[src/hw/rtl/ffrs_pkg.sv]
// ----------------------------------------------------------------------------
// ffrs_pkg
// Types, character constants and match helpers for the FEAT reply scanner.
// ----------------------------------------------------------------------------
package ffrs_pkg;

  localparam int unsigned NumWords = 7;
  localparam int unsigned RestIndex = 5;
  localparam int unsigned MaskW = 6;

  typedef logic [7:0] byte_t;
  typedef logic [NumWords-1:0] cand_t;
  typedef logic [MaskW-1:0] mask_t;

  typedef enum logic [2:0] {
    PH_LEAD     = 3'd0,
    PH_CODE     = 3'd1,
    PH_POSTCODE = 3'd2,
    PH_WORD     = 3'd3,
    PH_RESTGAP  = 3'd4,
    PH_STREAM   = 3'd5,
    PH_DEAD     = 3'd6,
    PH_ENDED    = 3'd7
  } phase_t;

  localparam byte_t ChNul   = 8'h00;
  localparam byte_t ChTab   = 8'h09;
  localparam byte_t ChLf    = 8'h0A;
  localparam byte_t ChCr    = 8'h0D;
  localparam byte_t ChSpace = 8'h20;
  localparam byte_t ChDash  = 8'h2D;
  localparam byte_t ChSemi  = 8'h3B;

  localparam cand_t AllAlive = '1;

  localparam byte_t WORD_TEXT [NumWords][4] = '{
    '{"M", "L", "S", "T"},
    '{"M", "L", "S", "D"},
    '{"E", "P", "S", "V"},
    '{"S", "I", "Z", "E"},
    '{"M", "D", "T", "M"},
    '{"R", "E", "S", "T"},
    '{"U", "T", "F", "8"}
  };

  localparam byte_t STREAM_TEXT [6] = '{"S", "T", "R", "E", "A", "M"};

  // One beat of the input channel as it moves between modules.
  typedef struct packed {
    byte_t ch;
    logic  last_byte;
  } beat_t;

  // Result of one processed beat.
  typedef struct packed {
    logic  valid;
    mask_t mask;
  } result_t;

  function automatic logic is_blank(byte_t c);
    return (c == ChSpace) || (c == ChTab);
  endfunction

  function automatic logic is_digit(byte_t c);
    return (c >= "0") && (c <= "9");
  endfunction

  function automatic logic is_eol(byte_t c);
    return (c == ChCr) || (c == ChLf);
  endfunction

  function automatic logic is_token_end(byte_t c);
    return (c == ChNul) || is_eol(c) || is_blank(c) || (c == ChSemi);
  endfunction

  function automatic byte_t fold_upper(byte_t c);
    return ((c >= "a") && (c <= "z")) ? byte_t'(c - 8'd32) : c;
  endfunction

  // Keeps each live candidate whose character at position p equals u.
  function automatic cand_t match_words(cand_t cand, logic [1:0] p, byte_t u);
    cand_t alive;
    alive = '0;
    for (int k = 0; k < NumWords; k++) begin
      alive[k] = cand[k] && (WORD_TEXT[k][p] == u);
    end
    return alive;
  endfunction

  // Capability bits for a token that is complete at its end character.
  function automatic mask_t close_caps(phase_t ph, logic [2:0] pos, cand_t cand);
    mask_t m;
    m = '0;
    if (ph == PH_WORD && pos == 3'd4) begin
      m[0] = cand[0] | cand[1];
      m[1] = cand[2];
      m[2] = cand[3];
      m[3] = cand[4];
      m[5] = cand[6];
    end else if (ph == PH_STREAM && pos == 3'd6) begin
      m[4] = 1'b1;
    end
    return m;
  endfunction

endpackage

[src/hw/rtl/ffrs_if.sv]
// ----------------------------------------------------------------------------
// ffrs_in_if / ffrs_out_if
// Valid/ready channels for reply bytes and capability masks.
// ----------------------------------------------------------------------------
interface ffrs_in_if;
  logic              valid;
  logic              ready;
  ffrs_pkg::byte_t   ch;
  logic              last_byte;

  modport source (output valid, output ch, output last_byte, input ready);
  modport sink   (input valid, input ch, input last_byte, output ready);
endinterface

interface ffrs_out_if;
  logic              valid;
  logic              ready;
  ffrs_pkg::mask_t   caps_mask;

  modport source (output valid, output caps_mask, input ready);
  modport sink   (input valid, input caps_mask, output ready);
endinterface

[src/hw/rtl/ffrs_core.sv]
// ----------------------------------------------------------------------------
// ffrs_core
// Per-line scanner state and the one-byte update of the capability matcher.
// ----------------------------------------------------------------------------
module ffrs_core (
  input  logic              clk,
  input  logic              rst_n,
  input  logic              step,
  input  ffrs_pkg::beat_t   beat,
  output ffrs_pkg::result_t res
);

  ffrs_pkg::phase_t ph_r, ph_upd, ph_nxt;
  logic [1:0]       dc_r, dc_upd, dc_nxt;
  logic [2:0]       pos_r, pos_upd, pos_nxt;
  ffrs_pkg::cand_t  cand_r, cand_upd, cand_nxt;
  ffrs_pkg::mask_t  acc_r, acc_upd, acc_nxt;

  ffrs_pkg::byte_t  c;
  ffrs_pkg::byte_t  u;
  ffrs_pkg::cand_t  alive;
  ffrs_pkg::cand_t  first_alive;

  assign c           = beat.ch;
  assign u           = ffrs_pkg::fold_upper(beat.ch);
  assign alive       = ffrs_pkg::match_words(cand_r, pos_r[1:0], u);
  assign first_alive = ffrs_pkg::match_words(ffrs_pkg::AllAlive, 2'd0, u);

  // Next state: the byte update, then the return to reset after a last byte.
  always_comb begin
    ph_upd   = ph_r;
    dc_upd   = dc_r;
    pos_upd  = pos_r;
    cand_upd = cand_r;
    acc_upd  = acc_r;

    if (step && ph_r != ffrs_pkg::PH_ENDED) begin
      if (c == ffrs_pkg::ChNul) begin
        acc_upd = acc_r | ffrs_pkg::close_caps(ph_r, pos_r, cand_r);
        ph_upd  = ffrs_pkg::PH_ENDED;
      end else if (ffrs_pkg::is_eol(c)) begin
        acc_upd  = acc_r | ffrs_pkg::close_caps(ph_r, pos_r, cand_r);
        ph_upd   = ffrs_pkg::PH_LEAD;
        dc_upd   = 2'd0;
        pos_upd  = 3'd0;
        cand_upd = ffrs_pkg::AllAlive;
      end else begin
        unique case (ph_r)
          ffrs_pkg::PH_LEAD, ffrs_pkg::PH_POSTCODE: begin
            if (!ffrs_pkg::is_blank(c)) begin
              if (ph_r == ffrs_pkg::PH_LEAD && ffrs_pkg::is_digit(c)) begin
                ph_upd = ffrs_pkg::PH_CODE;
                dc_upd = 2'd1;
              end else if (first_alive == '0) begin
                ph_upd = ffrs_pkg::PH_DEAD;
              end else begin
                ph_upd   = ffrs_pkg::PH_WORD;
                pos_upd  = 3'd1;
                cand_upd = first_alive;
              end
            end
          end
          ffrs_pkg::PH_CODE: begin
            if (dc_r != 2'd3) begin
              if (ffrs_pkg::is_digit(c)) dc_upd = dc_r + 2'd1;
              else ph_upd = ffrs_pkg::PH_DEAD;
            end else if (c == ffrs_pkg::ChDash || c == ffrs_pkg::ChSpace) begin
              ph_upd = ffrs_pkg::PH_POSTCODE;
            end else begin
              ph_upd = ffrs_pkg::PH_DEAD;
            end
          end
          ffrs_pkg::PH_WORD: begin
            if (pos_r < 3'd4) begin
              cand_upd = alive;
              if (alive == '0) ph_upd = ffrs_pkg::PH_DEAD;
              else pos_upd = pos_r + 3'd1;
            end else if (ffrs_pkg::is_token_end(c)) begin
              acc_upd = acc_r | ffrs_pkg::close_caps(ph_r, pos_r, cand_r);
              // Only REST may continue into a second token.
              if (ffrs_pkg::is_blank(c) && cand_r[ffrs_pkg::RestIndex])
                ph_upd = ffrs_pkg::PH_RESTGAP;
              else
                ph_upd = ffrs_pkg::PH_DEAD;
            end else begin
              ph_upd = ffrs_pkg::PH_DEAD;
            end
          end
          ffrs_pkg::PH_RESTGAP: begin
            if (!ffrs_pkg::is_blank(c)) begin
              if (u == ffrs_pkg::STREAM_TEXT[0]) begin
                ph_upd  = ffrs_pkg::PH_STREAM;
                pos_upd = 3'd1;
              end else begin
                ph_upd  = ffrs_pkg::PH_DEAD;
                pos_upd = 3'd0;
              end
            end
          end
          ffrs_pkg::PH_STREAM: begin
            if (pos_r < 3'd6) begin
              if (u == ffrs_pkg::STREAM_TEXT[pos_r]) pos_upd = pos_r + 3'd1;
              else ph_upd = ffrs_pkg::PH_DEAD;
            end else begin
              if (ffrs_pkg::is_token_end(c))
                acc_upd = acc_r | ffrs_pkg::close_caps(ph_r, pos_r, cand_r);
              ph_upd = ffrs_pkg::PH_DEAD;
            end
          end
          default: begin
          end
        endcase
      end
    end

    ph_nxt   = ph_upd;
    dc_nxt   = dc_upd;
    pos_nxt  = pos_upd;
    cand_nxt = cand_upd;
    acc_nxt  = acc_upd;
    if (step && beat.last_byte) begin
      ph_nxt   = ffrs_pkg::PH_LEAD;
      dc_nxt   = 2'd0;
      pos_nxt  = 3'd0;
      cand_nxt = ffrs_pkg::AllAlive;
      acc_nxt  = '0;
    end
  end

  // A token still open at the final byte is closed as if by a string end.
  always_comb begin
    res = '0;
    if (step && beat.last_byte) begin
      res.valid = 1'b1;
      res.mask  = acc_upd;
      if (ph_upd != ffrs_pkg::PH_ENDED)
        res.mask = acc_upd | ffrs_pkg::close_caps(ph_upd, pos_upd, cand_upd);
    end
  end

  always_ff @(posedge clk) begin
    if (!rst_n) begin
      ph_r   <= ffrs_pkg::PH_LEAD;
      dc_r   <= 2'd0;
      pos_r  <= 3'd0;
      cand_r <= ffrs_pkg::AllAlive;
      acc_r  <= '0;
    end else begin
      ph_r   <= ph_nxt;
      dc_r   <= dc_nxt;
      pos_r  <= pos_nxt;
      cand_r <= cand_nxt;
      acc_r  <= acc_nxt;
    end
  end

endmodule

[src/hw/rtl/ftp_feature_reply_scanner.sv]
// ----------------------------------------------------------------------------
// ftp_feature_reply_scanner
// Scans the bytes of a multi-line FEAT reply and reports a capability mask.
// ----------------------------------------------------------------------------
// in_bus carries one reply byte per beat (ch, last_byte). out_bus carries one
// caps_mask beat per reply, produced by the beat that has last_byte set:
// bit0 MLST/MLSD, bit1 EPSV, bit2 SIZE, bit3 MDTM, bit4 REST STREAM, bit5 UTF8.
// A zero byte ends the reply early; the bytes after it up to the last one
// are ignored.
//
// Each accepted byte lands in an input register and is run through the
// matcher from there, a last byte only once the output register is free;
// the mask of a reply goes from the matcher into the output register that
// drives out_bus. Throughput is one byte per cycle while no last byte waits
// on a stalled output, set by the single matcher update per cycle.
//
// Reset (rst_n low, synchronous) empties both registers and returns the
// matcher to the start of a line with an empty mask. While out_bus is
// stalled, bytes that finish no reply keep flowing; a last byte waits in the
// input register until the output register is free, and in_bus.ready drops.
// ----------------------------------------------------------------------------
module ftp_feature_reply_scanner (
  input  logic       clk,
  input  logic       rst_n,
  ffrs_in_if.sink    in_bus,
  ffrs_out_if.source out_bus
);

  logic              s1_valid_r;
  ffrs_pkg::beat_t   s1_beat_r;
  logic              out_valid_r;
  ffrs_pkg::mask_t   out_mask_r;
  logic              step;
  ffrs_pkg::result_t res;

  // The held byte may proceed unless it would produce a mask into a full,
  // stalled output register.
  assign step = s1_valid_r &&
                (!s1_beat_r.last_byte || !out_valid_r || out_bus.ready);

  assign in_bus.ready      = !s1_valid_r || step;
  assign out_bus.valid     = out_valid_r;
  assign out_bus.caps_mask = out_mask_r;

  ffrs_core u_core (
    .clk   (clk),
    .rst_n (rst_n),
    .step  (step),
    .beat  (s1_beat_r),
    .res   (res)
  );

  always_ff @(posedge clk) begin
    if (!rst_n) begin
      s1_valid_r <= 1'b0;
    end else if (in_bus.ready) begin
      s1_valid_r <= in_bus.valid;
    end
  end

  always_ff @(posedge clk) begin
    if (in_bus.ready && in_bus.valid) begin
      s1_beat_r.ch        <= in_bus.ch;
      s1_beat_r.last_byte <= in_bus.last_byte;
    end
  end

  always_ff @(posedge clk) begin
    if (!rst_n) begin
      out_valid_r <= 1'b0;
    end else begin
      if (out_valid_r && out_bus.ready) out_valid_r <= 1'b0;
      if (res.valid) out_valid_r <= 1'b1;
    end
  end

  always_ff @(posedge clk) begin
    if (res.valid) out_mask_r <= res.mask;
  end

  a_res_from_last_beat: assert property (@(posedge clk) disable iff (!rst_n)
    res.valid |-> (step && s1_beat_r.last_byte))
    else $error("mask produced by a beat that is not the last of a reply");

  a_no_overwrite: assert property (@(posedge clk) disable iff (!rst_n)
    (out_valid_r && !out_bus.ready) |-> !res.valid)
    else $error("pending mask overwritten while output is stalled");

  a_input_reg_free: assert property (@(posedge clk) disable iff (!rst_n)
    (in_bus.valid && in_bus.ready) |-> (!s1_valid_r || step))
    else $error("byte accepted while input register still holds a byte");

  a_mask_held: assert property (@(posedge clk) disable iff (!rst_n)
    (out_valid_r && !out_bus.ready) |=> (out_valid_r && $stable(out_mask_r)))
    else $error("stalled mask changed or dropped");

endmodule
[src/flat_wrapper.sv]
// flat-port wrapper written by rule: the top's interface ports become plain ports
module ftp_feature_reply_scanner_flat 
  (clk, rst_n, in_bus_valid, in_bus_ch, in_bus_last_byte, in_bus_ready, out_bus_valid, out_bus_caps_mask, out_bus_ready);
  ffrs_in_if in_bus_i ();
  ffrs_out_if out_bus_i ();
  input  logic clk;
  input  logic rst_n;
  input wire logic [$bits(in_bus_i.valid)-1:0] in_bus_valid;
  input wire logic [$bits(in_bus_i.ch)-1:0] in_bus_ch;
  input wire logic [$bits(in_bus_i.last_byte)-1:0] in_bus_last_byte;
  output wire logic [$bits(in_bus_i.ready)-1:0] in_bus_ready;
  output wire logic [$bits(out_bus_i.valid)-1:0] out_bus_valid;
  output wire logic [$bits(out_bus_i.caps_mask)-1:0] out_bus_caps_mask;
  input wire logic [$bits(out_bus_i.ready)-1:0] out_bus_ready;
  assign in_bus_i.valid = in_bus_valid;
  assign in_bus_i.ch = in_bus_ch;
  assign in_bus_i.last_byte = in_bus_last_byte;
  assign in_bus_ready = in_bus_i.ready;
  assign out_bus_valid = out_bus_i.valid;
  assign out_bus_caps_mask = out_bus_i.caps_mask;
  assign out_bus_i.ready = out_bus_ready;
  ftp_feature_reply_scanner u_core (.clk(clk), .rst_n(rst_n), .in_bus(in_bus_i), .out_bus(out_bus_i));
endmodule
[config.mk]
export PLATFORM = sky130hd
export DESIGN_NAME = ftp_feature_reply_scanner_flat
export DESIGN_NICKNAME = d
export VERILOG_FILES = /design/src/hw/rtl/ffrs_pkg.sv /design/src/hw/rtl/ffrs_if.sv /design/src/hw/rtl/ffrs_core.sv /design/src/hw/rtl/ftp_feature_reply_scanner.sv /design/src/flat_wrapper.sv
export SDC_FILE = /design/constraint.sdc
export NUM_CORES = 1
export LEC_CHECK = 0
export BUFFER_PORTS_ARGS = -buffer_cell sky130_fd_sc_hd__buf_2
export CORE_ASPECT_RATIO = 1.75
export CORE_MARGIN = 2
export CORE_UTILIZATION = 39
export CTS_BUF_LIST = sky130_fd_sc_hd__clkbuf_4 sky130_fd_sc_hd__clkbuf_8
export DETAILED_ROUTE_END_ITERATION = 7
export MAX_ROUTING_LAYER = met4
export SYNTH_ARGS = -nofsm -noshare
export SYNTH_HDL_FRONTEND = slang
export SYNTH_SLANG_ARGS = --single-unit
[constraint.sdc]
create_clock -name clk -period 4.5 [get_ports clk]
set_clock_uncertainty 0.2 [all_clocks]
set_input_delay 0.9 -clock clk [delete_from_list [all_inputs] [get_ports clk]]
set_output_delay 0.9 -clock clk [all_outputs]
set_load 0.005 [all_outputs]
; Yosys cells after proc, flatten, opt, wreduce, memory -nomap -nowiden
; Memories as Yosys holds them, arrays and structs flattened.
; Cells that the tools add are included.
[word_totals]
latch_bits = 0
n_memories = 1
rom_bits = 64
ram_bits = 0
regBits = 38
[mem_list]
columns = memory, depth, width, read_ports, rd_ports_with_merged_regs, write_ports, line_no
row1 = (name not given), 8, 8, 1, 0, 0, ffrs_core.sv:102  ; if (u == ffrs_pkg::STREAM_TEXT[pos_r]) pos_upd = pos_r + 3'd1;
[classes]
addsub = 3
shifts = 0
mul = 0
bitwise = 11
n_mux = 143
n_div = 0
magnitude_cmp = 8
eq_ne = 41
reduce_logical = 43
[op_table]
columns = op, n
row1 = 8-bit two-way mux, 17
row2 = 8-bit binary-select mux with 2-bit select, 7
row3 = 4-bit two-way mux, 20
row4 = 3-bit two-way mux, 26
row5 = 8-bit equality test, 8
row6 = 7-bit two-way mux, 8
row7 = 6-bit two-way mux, 8
row8 = 1-bit two-way mux, 45
row9 = 7-bit by 8-bit equality test with 1-bit output (first input constant), 5
row10 = 6-bit OR, 5
row11 = 3-bit inequality test (second input constant), 9
row12 = 8-bit by 4-bit equality test with 1-bit output (second input constant), 3
row13 = 8-bit by 6-bit equality test with 1-bit output (second input constant), 3
row14 = 3-bit equality test (second input constant), 7
row15 = 1-bit logical AND, 20
row16 = 3-bit case mux with 5 select lines, 1
row17 = 7-bit logical NOT, 2
row18 = 2-bit two-way mux, 7
row19 = 7-bit case mux with 2 select lines, 1
row20 = 7-bit AND reduction, 2
row21 = 3-bit case mux with 4 select lines, 1
row22 = 6-bit case mux with 2 select lines, 1
row23 = 3-bit by 2-bit equality test with 1-bit output (second input constant), 3
row24 = 1-bit logical OR, 9
row25 = 24 further kinds, 31

; Depth between registers and ports, before layout
; Gate-level depths: netlist (run 1).
[logic_depth]
depth_word = 23
depth_mapped = 12
mapped_depth_nobuf = 11

; By module
; Synthesis (run 1) repeated with hierarchy kept, for this count alone.
[hier_totals]
hier_cells = 392
area_unflattened_um2 = 3079.2
[by_module_without_submodules]
columns = module, cells_per_inst, area_each_um2, n_inst
row1 = ffrs_core, 368, 2524.9, 1
row2 = ftp_feature_reply_scanner, 24, 554.3, 1

; Worst setup path before layout (run 1)
; No wires, ideal clock.
[synth_path]
path_kind = register -> register
start = register u_core.u_core.pos_r[1]
end = register u_core.out_mask_r[4], in the netlist u_core.out_bus.caps_mask[4] (data pin)
slack_ps = 983
setup_time_ps = 170
stages_incl_launch_ff = 13
arrival_time_ps = 3147
required_ps = 4130
cell_sequence = dfxtp_1 clkbuf_1 inv_1 ha_1 clkbuf_1 xnor2_1 nand3b_1 or4_1 a41oi_2 o211ai_2 a311oi_2 nand4_2 o32ai_2
[synth_via]
elab_chain_cells = 21
elab_cells_between_ends = 112
cone_classes = 1 x add/sub / 2 x order compare / 15 x eq/ne / 74 x mux / 7 x bitwise / 12 x reduce/logical / 1 x memory
[synth_lines]
columns = item, line_no
row1 = start: declaration, ffrs_core.sv:15  ; logic [2:0] pos_r, pos_upd, pos_nxt;
row2 = start signal: assignment, ffrs_core.sv:151  ; pos_r <= pos_nxt;
row3 = 2-bit NOT with 3-bit output (not written as such), ffrs_pkg.sv:85  ; alive[k] = cand[k] && (WORD_TEXT[k][p] == u);
row4 = 8-bit binary-select mux with 2-bit select, ffrs_pkg.sv:85
row5 = 8-bit two-way mux (not written as such) (2 in series), ffrs_pkg.sv:85
row6 = 8-bit equality test, ffrs_pkg.sv:85
row7 = 1-bit logical AND, ffrs_pkg.sv:85
row8 = 7-bit logical NOT, ffrs_core.sv:76  ; if (alive == '0) ph_upd = ffrs_pkg::PH_DEAD;
row9 = 3-bit two-way mux, ffrs_core.sv:76
row10 = 3-bit two-way mux, ffrs_core.sv:74  ; if (pos_r < 3'd4) begin
row11 = [4 not listed], n/a
row12 = 3-bit equality test, ffrs_pkg.sv:100  ; end else if (ph == PH_STREAM && pos == 3'd6) begin
row13 = 1-bit logical AND, ffrs_pkg.sv:100
row14 = 1-bit two-way mux, ffrs_pkg.sv:100
row15 = 1-bit two-way mux, ffrs_pkg.sv:94  ; if (ph == PH_WORD && pos == 3'd4) begin
row16 = 1-bit two-way mux, ffrs_core.sv:136  ; if (ph_upd != ffrs_pkg::PH_ENDED)
row17 = 1-bit two-way mux, ffrs_core.sv:133  ; if (step && beat.last_byte) begin
row18 = 6-bit OR, ffrs_core.sv:137  ; res.mask = acc_upd | ffrs_pkg::close_caps(ph_upd, pos_upd, cand_upd);
row19 = 6-bit two-way mux *, ffrs_core.sv:136
row20 = end signal: assignment, ftp_feature_reply_scanner.sv:78  ; if (res.valid) out_mask_r <= res.mask;
row21 = end: declaration, ftp_feature_reply_scanner.sv:32  ; ffrs_pkg::mask_t out_mask_r;
; Every way passes the cells marked *; elsewhere a longest branch is shown, timed or not. The select of a mux whose other input is x is not followed.
; A chain may end at the register's enable or synchronous reset.

; Final worst setup path (run 1)
[layout_path]
start = register u_core.u_core.pos_r[1]
end = register u_core.out_mask_r[2], in the netlist u_core.out_bus.caps_mask[2] (data pin)
[layout_via]
elab_chain_cells = 20
elab_cells_between_ends = 110
cone_classes = 1 x add/sub / 2 x order compare / 12 x eq/ne / 77 x mux / 7 x bitwise / 10 x reduce/logical / 1 x memory
[layout_lines]
columns = item, line_no
row1 = 2-bit NOT with 3-bit output (not written as such), ffrs_pkg.sv:85
row2 = 8-bit binary-select mux with 2-bit select, ffrs_pkg.sv:85
row3 = 8-bit two-way mux (not written as such) (2 in series), ffrs_pkg.sv:85
row4 = 8-bit equality test, ffrs_pkg.sv:85
row5 = 1-bit logical AND, ffrs_pkg.sv:85
row6 = 7-bit logical NOT, ffrs_core.sv:76
row7 = 3-bit two-way mux, ffrs_core.sv:76
row8 = 3-bit two-way mux, ffrs_core.sv:74
row9 = [3 not listed], n/a
row10 = 3-bit two-way mux, ffrs_core.sv:37  ; if (step && ph_r != ffrs_pkg::PH_ENDED) begin
row11 = 3-bit by 2-bit equality test with 1-bit output or 3-bit equality test (tied branches), ffrs_pkg.sv:94
row12 = 1-bit logical AND, ffrs_pkg.sv:94
row13 = 4-bit two-way mux, ffrs_pkg.sv:94
row14 = 4-bit two-way mux, ffrs_core.sv:136
row15 = 4-bit two-way mux, ffrs_core.sv:133
row16 = 6-bit OR, ffrs_core.sv:137
row17 = 6-bit two-way mux *, ffrs_core.sv:136
; Marked as above.

==> results of run 1 <==
[registers in the layout, summed over array words and instances, names as in the netlist]
name and flops:
u_core.out_bus.caps_mask 6, u_core.s1_beat_r 9, u_core.s1_valid_r 1, u_core.u_core.ph_r 3, u_core.out_bus.valid 1, u_core.u_core.pos_r 3, u_core.u_core.acc_r 6, u_core.u_core.cand_r 7
u_core.u_core.dc_r 2
[layout make-up]
| class | count | share of cell area [%] |
|---|---|---|
| Multi-Input combinational cell | 335 | 60.76 |
| Sequential cell | 38 | 24.82 |
| Timing Repair Buffer | 32 | 5.182 |
| Tap cell | 115 | 3.921 |
| Clock buffer | 6 | 2.250 |
| Clock inverter | 2 | 1.637 |
| Inverter | 14 | 1.432 |
[power groups by stage]
stage | logic, mW | registers [mW] | clock network, mW
after detailed placement | 0.163 | 0.400 | 0
after global routing | 0.181 | 0.395 | 0.384
after CTS | 0.163 | 0.392 | 0.371
after global placement | 0.162 | 0.400 | 0
final | 0.166 | 0.392 | 0.364
after floorplan | 0.128 | 0.381 | 0
[how the worst max path moves through the flow]
stage                                                  from                                         to  slack, ns  cells after the start
after global routing      u_core.u_core.pos_r[0]$_SDFF_PP0_  u_core.out_bus.caps_mask[1]$_SDFFCE_PN0P_       0.38                     10
after detailed placement  u_core.u_core.pos_r[0]$_SDFF_PP0_  u_core.out_bus.caps_mask[2]$_SDFFCE_PN0P_       0.64                     10
final                     u_core.u_core.pos_r[1]$_SDFF_PP0_  u_core.out_bus.caps_mask[2]$_SDFFCE_PN0P_       0.63                     10
after CTS                 u_core.u_core.pos_r[0]$_SDFF_PP0_  u_core.out_bus.caps_mask[2]$_SDFFCE_PN0P_       0.62                     10
after global placement    u_core.u_core.pos_r[0]$_SDFF_PP0_  u_core.out_bus.caps_mask[1]$_SDFFCE_PN0P_       0.72                     10
after floorplan           u_core.u_core.pos_r[1]$_SDFF_PP0_  u_core.out_bus.caps_mask[4]$_SDFFCE_PN0P_       0.98                     12
[critical path, cell delays in order, from the launching register on]
cell	delay [ns]
dfxtp_1	0.58
inv_1	0.22
ha_1	0.52
xnor2_1	0.16
nand3b_1	0.08
or4_1	0.59
a41o_1	0.29
a221o_1	0.39
nor3_4	0.25
nand2_1	0.17
o31ai_1	0.24
[Yosys cell counts (3+ instances only)]
| cell type | number | area (sq um) |
|---|---|---|
| nand2_1 | 40 | 150.1 |
| or4_1 | 5 | 37.54 |
| xnor2_1 | 12 | 105.1 |
| o221ai_1 | 3 | 26.28 |
| ha_1 | 8 | 100.1 |
| o211ai_1 | 6 | 45.04 |
| buf_4 | 4 | 30.03 |
| o21ai_1 | 3 | 15.01 |
| a31oi_1 | 5 | 31.28 |
| clkbuf_1 | 16 | 60.06 |
| a21o_1 | 3 | 22.52 |
| nor4b_1 | 4 | 35.03 |
| a21oi_1 | 24 | 120.1 |
| buf_2 | 12 | 60.06 |
| edfxtp_1 | 15 | 450.4 |
| o21ai_0 | 22 | 110.1 |
| a21boi_0 | 3 | 22.52 |
| nor2b_1 | 8 | 50.05 |
| o21a_1 | 4 | 30.03 |
| inv_1 | 14 | 52.55 |
| o2111ai_1 | 5 | 43.79 |
| nor4_1 | 4 | 25.02 |
| nand2b_1 | 11 | 68.82 |
| nor3_1 | 5 | 25.02 |
| nor2_1 | 32 | 120.1 |
| and3b_1 | 3 | 26.28 |
| o31ai_1 | 5 | 37.54 |
| nor3b_1 | 6 | 45.04 |
| nand4_1 | 13 | 81.33 |
| a211oi_1 | 5 | 37.54 |
| o22ai_1 | 4 | 25.02 |
| and3_1 | 5 | 31.28 |
| nand3_1 | 11 | 55.05 |
| dfxtp_1 | 23 | 460.4 |
| or3_1 | 6 | 37.54 |
| a311oi_1 | 4 | 35.03 |
| xor2_1 | 5 | 43.79 |
| nand3b_1 | 7 | 52.55 |
| and2_1 | 10 | 62.56 |
[metrics by stage]
| step | hold slack [ns] | instance area (sq um) |
|---|---|---|
| after global routing | 0.2710 | 3670 |
| after floorplan | 0.2198 | 3343 |
| final | 0.2544 | 3670 |
| after global placement | 0.2324 | 3527 |
| after detailed placement | 0.2425 | 3527 |
| after CTS | 0.2592 | 3670 |
[routing by layer]
metal	wire length, um	GRT usage (%)	up-vias
met5	0	-	-
met1	4374	29.50	1611
met4	848	17.01	0
met3	518	3.257	56
li1	-	-	1593
met2	5706	43.70	142
[cells by family after synthesis]
| family | count (synthesis) | synth area share, % |
|---|---|---|
| adders and majority gates | 8 | 2.994 |
| buffers and inverters | 46 | 6.063 |
| AOI/OAI and AO/OA | 126 | 27.55 |
| xor gates and xnor gates | 17 | 4.454 |
| muxes | 2 | 0.6362 |
| DFF | 38 | 27.25 |
| and+or+nand+nor | 182 | 31.06 |
[cell usage in the layout, fill, tap and decap left out, drive strengths merged, types with 10 or more instances in the layout]
cell type  instances
nor2              32
a21oi             24
nand3             12
xnor2             12
edfxtp            15
and2              10
nand2b            11
nand2             40
nand4             14
inv               14
dfxtp             23
buf               32
o21ai             25
==> impl_metrics.json, run 1 <==
{
  "outcome": "completed",
  "cells_after_dpl": 534,
  "crit_path_start_kind": "register",
  "hold_buffers": 0,
  "sink_of_the_worst_hold_path": "u_core.u_core.acc_r[5]$_SDFF_PP0_",
  "cp-end-kind": "register",
  "clkPwrFrac_pct": 39.5,
  "p_per_area_nw_per_um2": 251.4,
  "die_width_um": 73.99,
  "cts_tree": "built",
  "core_sq_um": 8313,
  "clock_insertion_delay_worst_skew_ns": 0.31,
  "viasPerCell": 6.277,
  "final-seq-area_sq_um": 910.9,
  "vdd_drop_max_mv": 0.2898,
  "clk_pin_slew_worst_paths_ns": 0.08,
  "synthesis.nets": 440,
  "area_of_the_multi_input_gates_sq_um": 2230,
  "critPathKind": "register to register",
  "number_of_global_route_vias_before_repair": 3349,
  "cts-htree-levels": 2,
  "setup_total_negative_slack_ns": 0,
  "seq_area_frac_synth_pct": 27.25,
  "cts-buffers-inserted": 5,
  "holdCritStartpoint": "u_core.u_core.acc_r[5]$_SDFF_PP0_",
  "fin_util_pct": 44.15,
  "synth-edff-count": 15,
  "area_delta_synth_final_pct": 9.768,
  "detailroute.via_count": 3402,
  "postSynthRegisterBits": 38,
  "initial_utilization_pct": 40.22,
  "yosys_warns": 0,
  "switching_power_total_mw": 0.2575,
  "antenna_found_initial": 0,
  "final_routed_wirelength_across_all_metal_layers_mm": 11.45,
  "cts.root.buffer_cell": "clkbuf_8",
  "power_frac_comb_pct": 18.0,
  "nFillCells": 874,
  "swShare_pct": 27.91,
  "ys_async_sr_fraction_pct": 0,
  "numPortBuffers": 20,
  "p_leak_nw": 1.309,
  "sequentialPowerShare_pct": 42.5,
  "max_cap_violations": 0,
  "site_rows": 44,
  "final_hold_vios": 0,
  "timing.reg2reg.worst_path_depth": 10,
  "critical_path_required_ns": 4.43,
  "worst_slew_pin_slew_ns": 0.8733,
  "num-nets-final": 447,
  "timing.critical_path.arrival_ns": 3.80,
  "netlist_area_sq_um": 3343,
  "number_of_endpoints_failing_setup_at_the_final_stage": 0,
  "routabilityCongestion": 1.012,
  "worst_path_fanout_max": 10,
  "grt_max_degree": 23,
  "synth_ff_type": "dfxtp_1",
  "hold_path_depth": 2,
  "synthesis.area_per_instance_sq_um": 7.979,
  "timing.fmax_mhz": 258.6,
  "finish.cell_count_without_fillers": 542,
  "cts-resized-gates": 0,
  "dr_drc_count": 0,
  "finalMaxSlewViolations": 0,
  "post_cts_buffers": 0,
  "post_detailed_route_wirelength_per_cell_um": 21.12,
  "ioPinCount": 21,
  "layout_worst_path_cycle_share_pct": 85.95,
  "detailedRoute.firstIterationViolations": 236,
  "finalWorstPathRequiredPeriod_ns": 3.868,
  "first_pass_grt_wire_length_mm": 18.25,
  "reg2reg_from": "u_core.u_core.pos_r[1]$_SDFF_PP0_",
  "layout-drive-gt1-share_pct": 13.11,
  "drtPass1Iterations": 5,
  "synth_cell_types": 75,
  "pre_cts_ws_ns": 0.6363,
  "total_power_mw": 0.9225,
  "hp-class": "register to register",
  "fp.dieH_um": 126.5,
  "detailed_place_hpwl_mm": 9.004,
  "grtUsageTotal_pct": 26.61,
  "cts_num_sinks": 38,
  "gr-total-overflow": 0,
  "max-slew-margin-rel_pct": 41.78,
  "detail-route-antenna-nets": 0,
  "postSynthCellCount": 419,
  "clockBufferDepth": 2,
  "timing.reg2reg.setup_slack_ns": 0.63,
  "internal_power_mw": 0.6650,
  "num_antenna_cells": 0,
  "critical_path.reg2reg.endpoint": "u_core.out_bus.caps_mask[2]$_SDFFCE_PN0P_",
  "worst_slack_ns": 0.6324,
  "design.die.area_sq_um": 9358,
  "setup_repair_after_global_routing_missed_its_margin": "no"
}
No activity file was read; power rests on OpenSTA's default activity.
==> run 2: changes to the inputs <==
--- a/config.mk
+++ b/config.mk
@@ -12,6 +12,8 @@
 export CTS_BUF_LIST = sky130_fd_sc_hd__clkbuf_4 sky130_fd_sc_hd__clkbuf_8
 export DETAILED_ROUTE_END_ITERATION = 7
 export MAX_ROUTING_LAYER = met4
+export SLEW_MARGIN = 25
 export SYNTH_ARGS = -nofsm -noshare
 export SYNTH_HDL_FRONTEND = slang
+export SYNTH_HIERARCHICAL = 1
 export SYNTH_SLANG_ARGS = --single-unit
==> run 2 against run 1 <==
Compared with the run above: routed wire length decreased by 9.5%; non-clock buffer count increased by 8; critical path depth increased by 1; design area decreased by 5.9%; clock-buffer cell count unchanged; clock power about the same; critical path type unchanged; first-iteration DRC count increased by 50%; largest cell class unchanged; sequential cell count unchanged; worst hold slack improved by 0.0094 ns; cell count decreased by 7.4%.
==> impl_metrics.json, run 2 <==
{
  "outcome": "completed",
  "setup_total_negative_slack_ns": 0,
  "num-nets-final": 434,
  "clockBufferDepth": 2,
  "total_power_mw": 0.9232,
  "synth_cell_types": 71,
  "finalWorstPathRequiredPeriod_ns": 4.116,
  "regMostFlops": "u_core/s1_beat_r",
  "detail-route-antenna-nets": 0,
  "hold-worst-slack_ns": 0.2638,
  "initial_utilization_pct": 40.41,
  "drtPass1Iterations": 5,
  "p_leak_nw": 1.271,
  "post_detailed_route_wirelength_per_cell_um": 20.64,
  "most-common-layout-cells": "nor2_1 (48), a21oi_1 (34), nand2_1 (33), dfxtp_1 (23)",
  "netlist_area_sq_um": 3079,
  "synthesis.nets": 413,
  "viasPerCell": 6.271,
  "nFillCells": 775,
  "final_hold_vios": 0,
  "timing.critical_path.arrival_ns": 4.01,
  "worst_slew_pin_slew_ns": 0.9018,
  "critical-path-slowest-cell": "or4_1",
  "crit_path_start_kind": "register",
  "fin_util_pct": 45.34,
  "layout_worst_path_cycle_share_pct": 91.46,
  "critical_path.cell_chain": "inv_1 -> ha_1 -> o21ai_0 -> o21ai_1 -> or3_1 -> nor3_2 -> a21oi_1 -> o221ai_1 -> o22ai_1 -> or4_1 -> o41ai_1",
  "final_routed_wirelength_across_all_metal_layers_mm": 10.36,
  "critical_path.max_stage_delay_ns": 0.64,
  "gr-total-overflow": 0,
  "post_cts_buffers": 0,
  "area_delta_synth_final_pct": 12.19,
  "worst_slack_ns": 0.3845,
  "max_cap_violations": 0,
  "cts-htree-levels": 2,
  "worst_path_fanout_max": 8,
  "postSynthCellCount": 392,
  "synth-edff-count": 15,
  "yosysMostFrequentCell": "nor2_1",
  "clock_insertion_delay_worst_skew_ns": 0.30,
  "cts-resized-gates": 0,
  "pre_cts_ws_ns": 0.4557,
  "design.die.area_sq_um": 8650,
  "synth_ff_type": "dfxtp_1",
  "cts_num_sinks": 38,
  "synth_top_cells_by_area": "dfxtp_1 (15%), edfxtp_1 (15%), nor2_1 (5.9%), a21oi_1 (5.5%), nand2_1 (4.0%)",
  "yosys-top-cells-count": "nor2_1 (48), a21oi_1 (34), nand2_1 (33), dfxtp_1 (23), o21ai_0 (18)",
  "finalMaxSlewViolations": 0,
  "ioPinCount": 21,
  "max-slew-margin-rel_pct": 39.42,
  "critPathKind": "register to register",
  "cts.root.buffer_cell": "clkbuf_8",
  "fp.dieH_um": 121.5,
  "ys_async_sr_fraction_pct": 0,
  "detailedRoute.firstIterationViolations": 355,
  "cts-buffers-inserted": 5,
  "core_sq_um": 7620,
  "setup_repair_after_global_routing_missed_its_margin": "no",
  "yosys_warns": 6,
  "number_of_endpoints_failing_setup_at_the_final_stage": 0,
  "num_antenna_cells": 0,
  "clk_pin_slew_worst_paths_ns": 0.08,
  "cts_tree": "built",
  "dr_drc_count": 0,
  "final-seq-area_sq_um": 910.9,
  "grtUsageTotal_pct": 25.38,
  "postSynthRegisterBits": 38,
  "seq_area_frac_synth_pct": 29.58,
  "routabilityCongestion": 1.018,
  "detailed_place_hpwl_mm": 8.291,
  "largest_reg_flops": 9,
  "numPortBuffers": 20,
  "synthesis.area_per_instance_sq_um": 7.855,
  "number_of_global_route_vias_before_repair": 3089,
  "p_per_area_nw_per_um2": 267.2,
  "grt_max_degree": 20,
  "antenna_found_initial": 0,
  "first_pass_grt_wire_length_mm": 16.14,
  "synth_top_cell_area_share_pct": 14.95,
  "layout_commonest_cell": "nor2_1",
  "area_of_the_multi_input_gates_sq_um": 1988,
  "critical_path_required_ns": 4.39,
  "die_width_um": 71.17,
  "largest_registers": "u_core/s1_beat_r (9), u_core/u_core/cand_r (7)",
  "hp-class": "register to register",
  "yosysTopAreaCell": "dfxtp_1",
  "vdd_drop_max_mv": 0.2340,
  "site_rows": 42,
  "layout-drive-gt1-share_pct": 15.46,
  "hold_buffers": 0,
  "timing.fmax_mhz": 243.0,
  "detailroute.via_count": 3148,
  "cp-end-kind": "register"
}
-- run 2: final cells by class --
cell class                      instances  share of cell area (%)
Clock inverter                          2                   1.739
Multi-Input combinational cell        314                   57.55
Sequential cell                        38                   26.37
Inverter                               14                   1.521
Clock buffer                            6                   2.390
Timing Repair Buffer                   40                   7.244
Tap cell                               88                   3.187
-- run 2: per-stage QoR --
stage	instance area (sq um)	instances
after floorplan	3079	392
after global placement	3312	494
after detailed placement	3312	494
after CTS	3455	502
after global routing	3455	502
final	3455	502
-- run 2: layer usage --
metal	track usage, %	vias up	wire [um]
met5	-	-	0
met4	18.04	0	812
met3	3.060	55	451
met2	44.44	139	5386
met1	25.51	1466	3709
li1	-	1488	-
-- run 2: final timing paths --
kind,from,to,slack [ns],cells after the start
worst max-delay path,u_core/s1_beat_r[7]$_DFFE_PP_,u_core/out_bus.caps_mask[5]$_DFFE_PP_,0.38,11
worst min-delay path,u_core/u_core/acc_r[3]$_SDFF_PP0_,u_core/u_core/acc_r[3]$_SDFF_PP0_,0.26,2
worst max register to register,u_core/s1_beat_r[7]$_DFFE_PP_,u_core/out_bus.caps_mask[5]$_DFFE_PP_,0.38,11
worst min register to register,u_core/u_core/acc_r[3]$_SDFF_PP0_,u_core/u_core/acc_r[3]$_SDFF_PP0_,0.26,2
-- run 2: logic make-up (layout without fill, tap and decap cells) --
| logic type | Yosys count | in the layout | synth area share [%] |
|---|---|---|---|
| and+or+nand+nor | 171 | 171 | 29.78 |
| muxes | 1 | 1 | 0.3251 |
| DFF | 38 | 38 | 29.58 |
| xor gates and xnor gates | 17 | 17 | 4.836 |
| adders and majority gates | 8 | 8 | 3.251 |
| buffers and inverters | 40 | 62 | 5.851 |
| AOI/OAI and AO/OA | 117 | 117 | 26.37 |
-- run 2: where the power goes --
group / internal (mW) / switching [mW] / leakage (nW) / total, mW
clock: 0.237 / 0.127 / 0.0714 / 0.364
combinational: 0.0636 / 0.103 / 0.862 / 0.166
sequential: 0.369 / 0.0242 / 0.337 / 0.393
-- run 2: worst max-delay path: cells and delay by family, from the launching register on --
| kind | cells | cell delay, ns |
|---|---|---|
| adder cells (fa/ha/maj) | 1 | 0.32 |
| buffers and inverters | 1 | 0.15 |
| AO/OA/AOI/OAI | 6 | 1.25 |
| flip-flops | 1 | 0.52 |
| AND/OR/NAND/NOR | 3 | 1.48 |
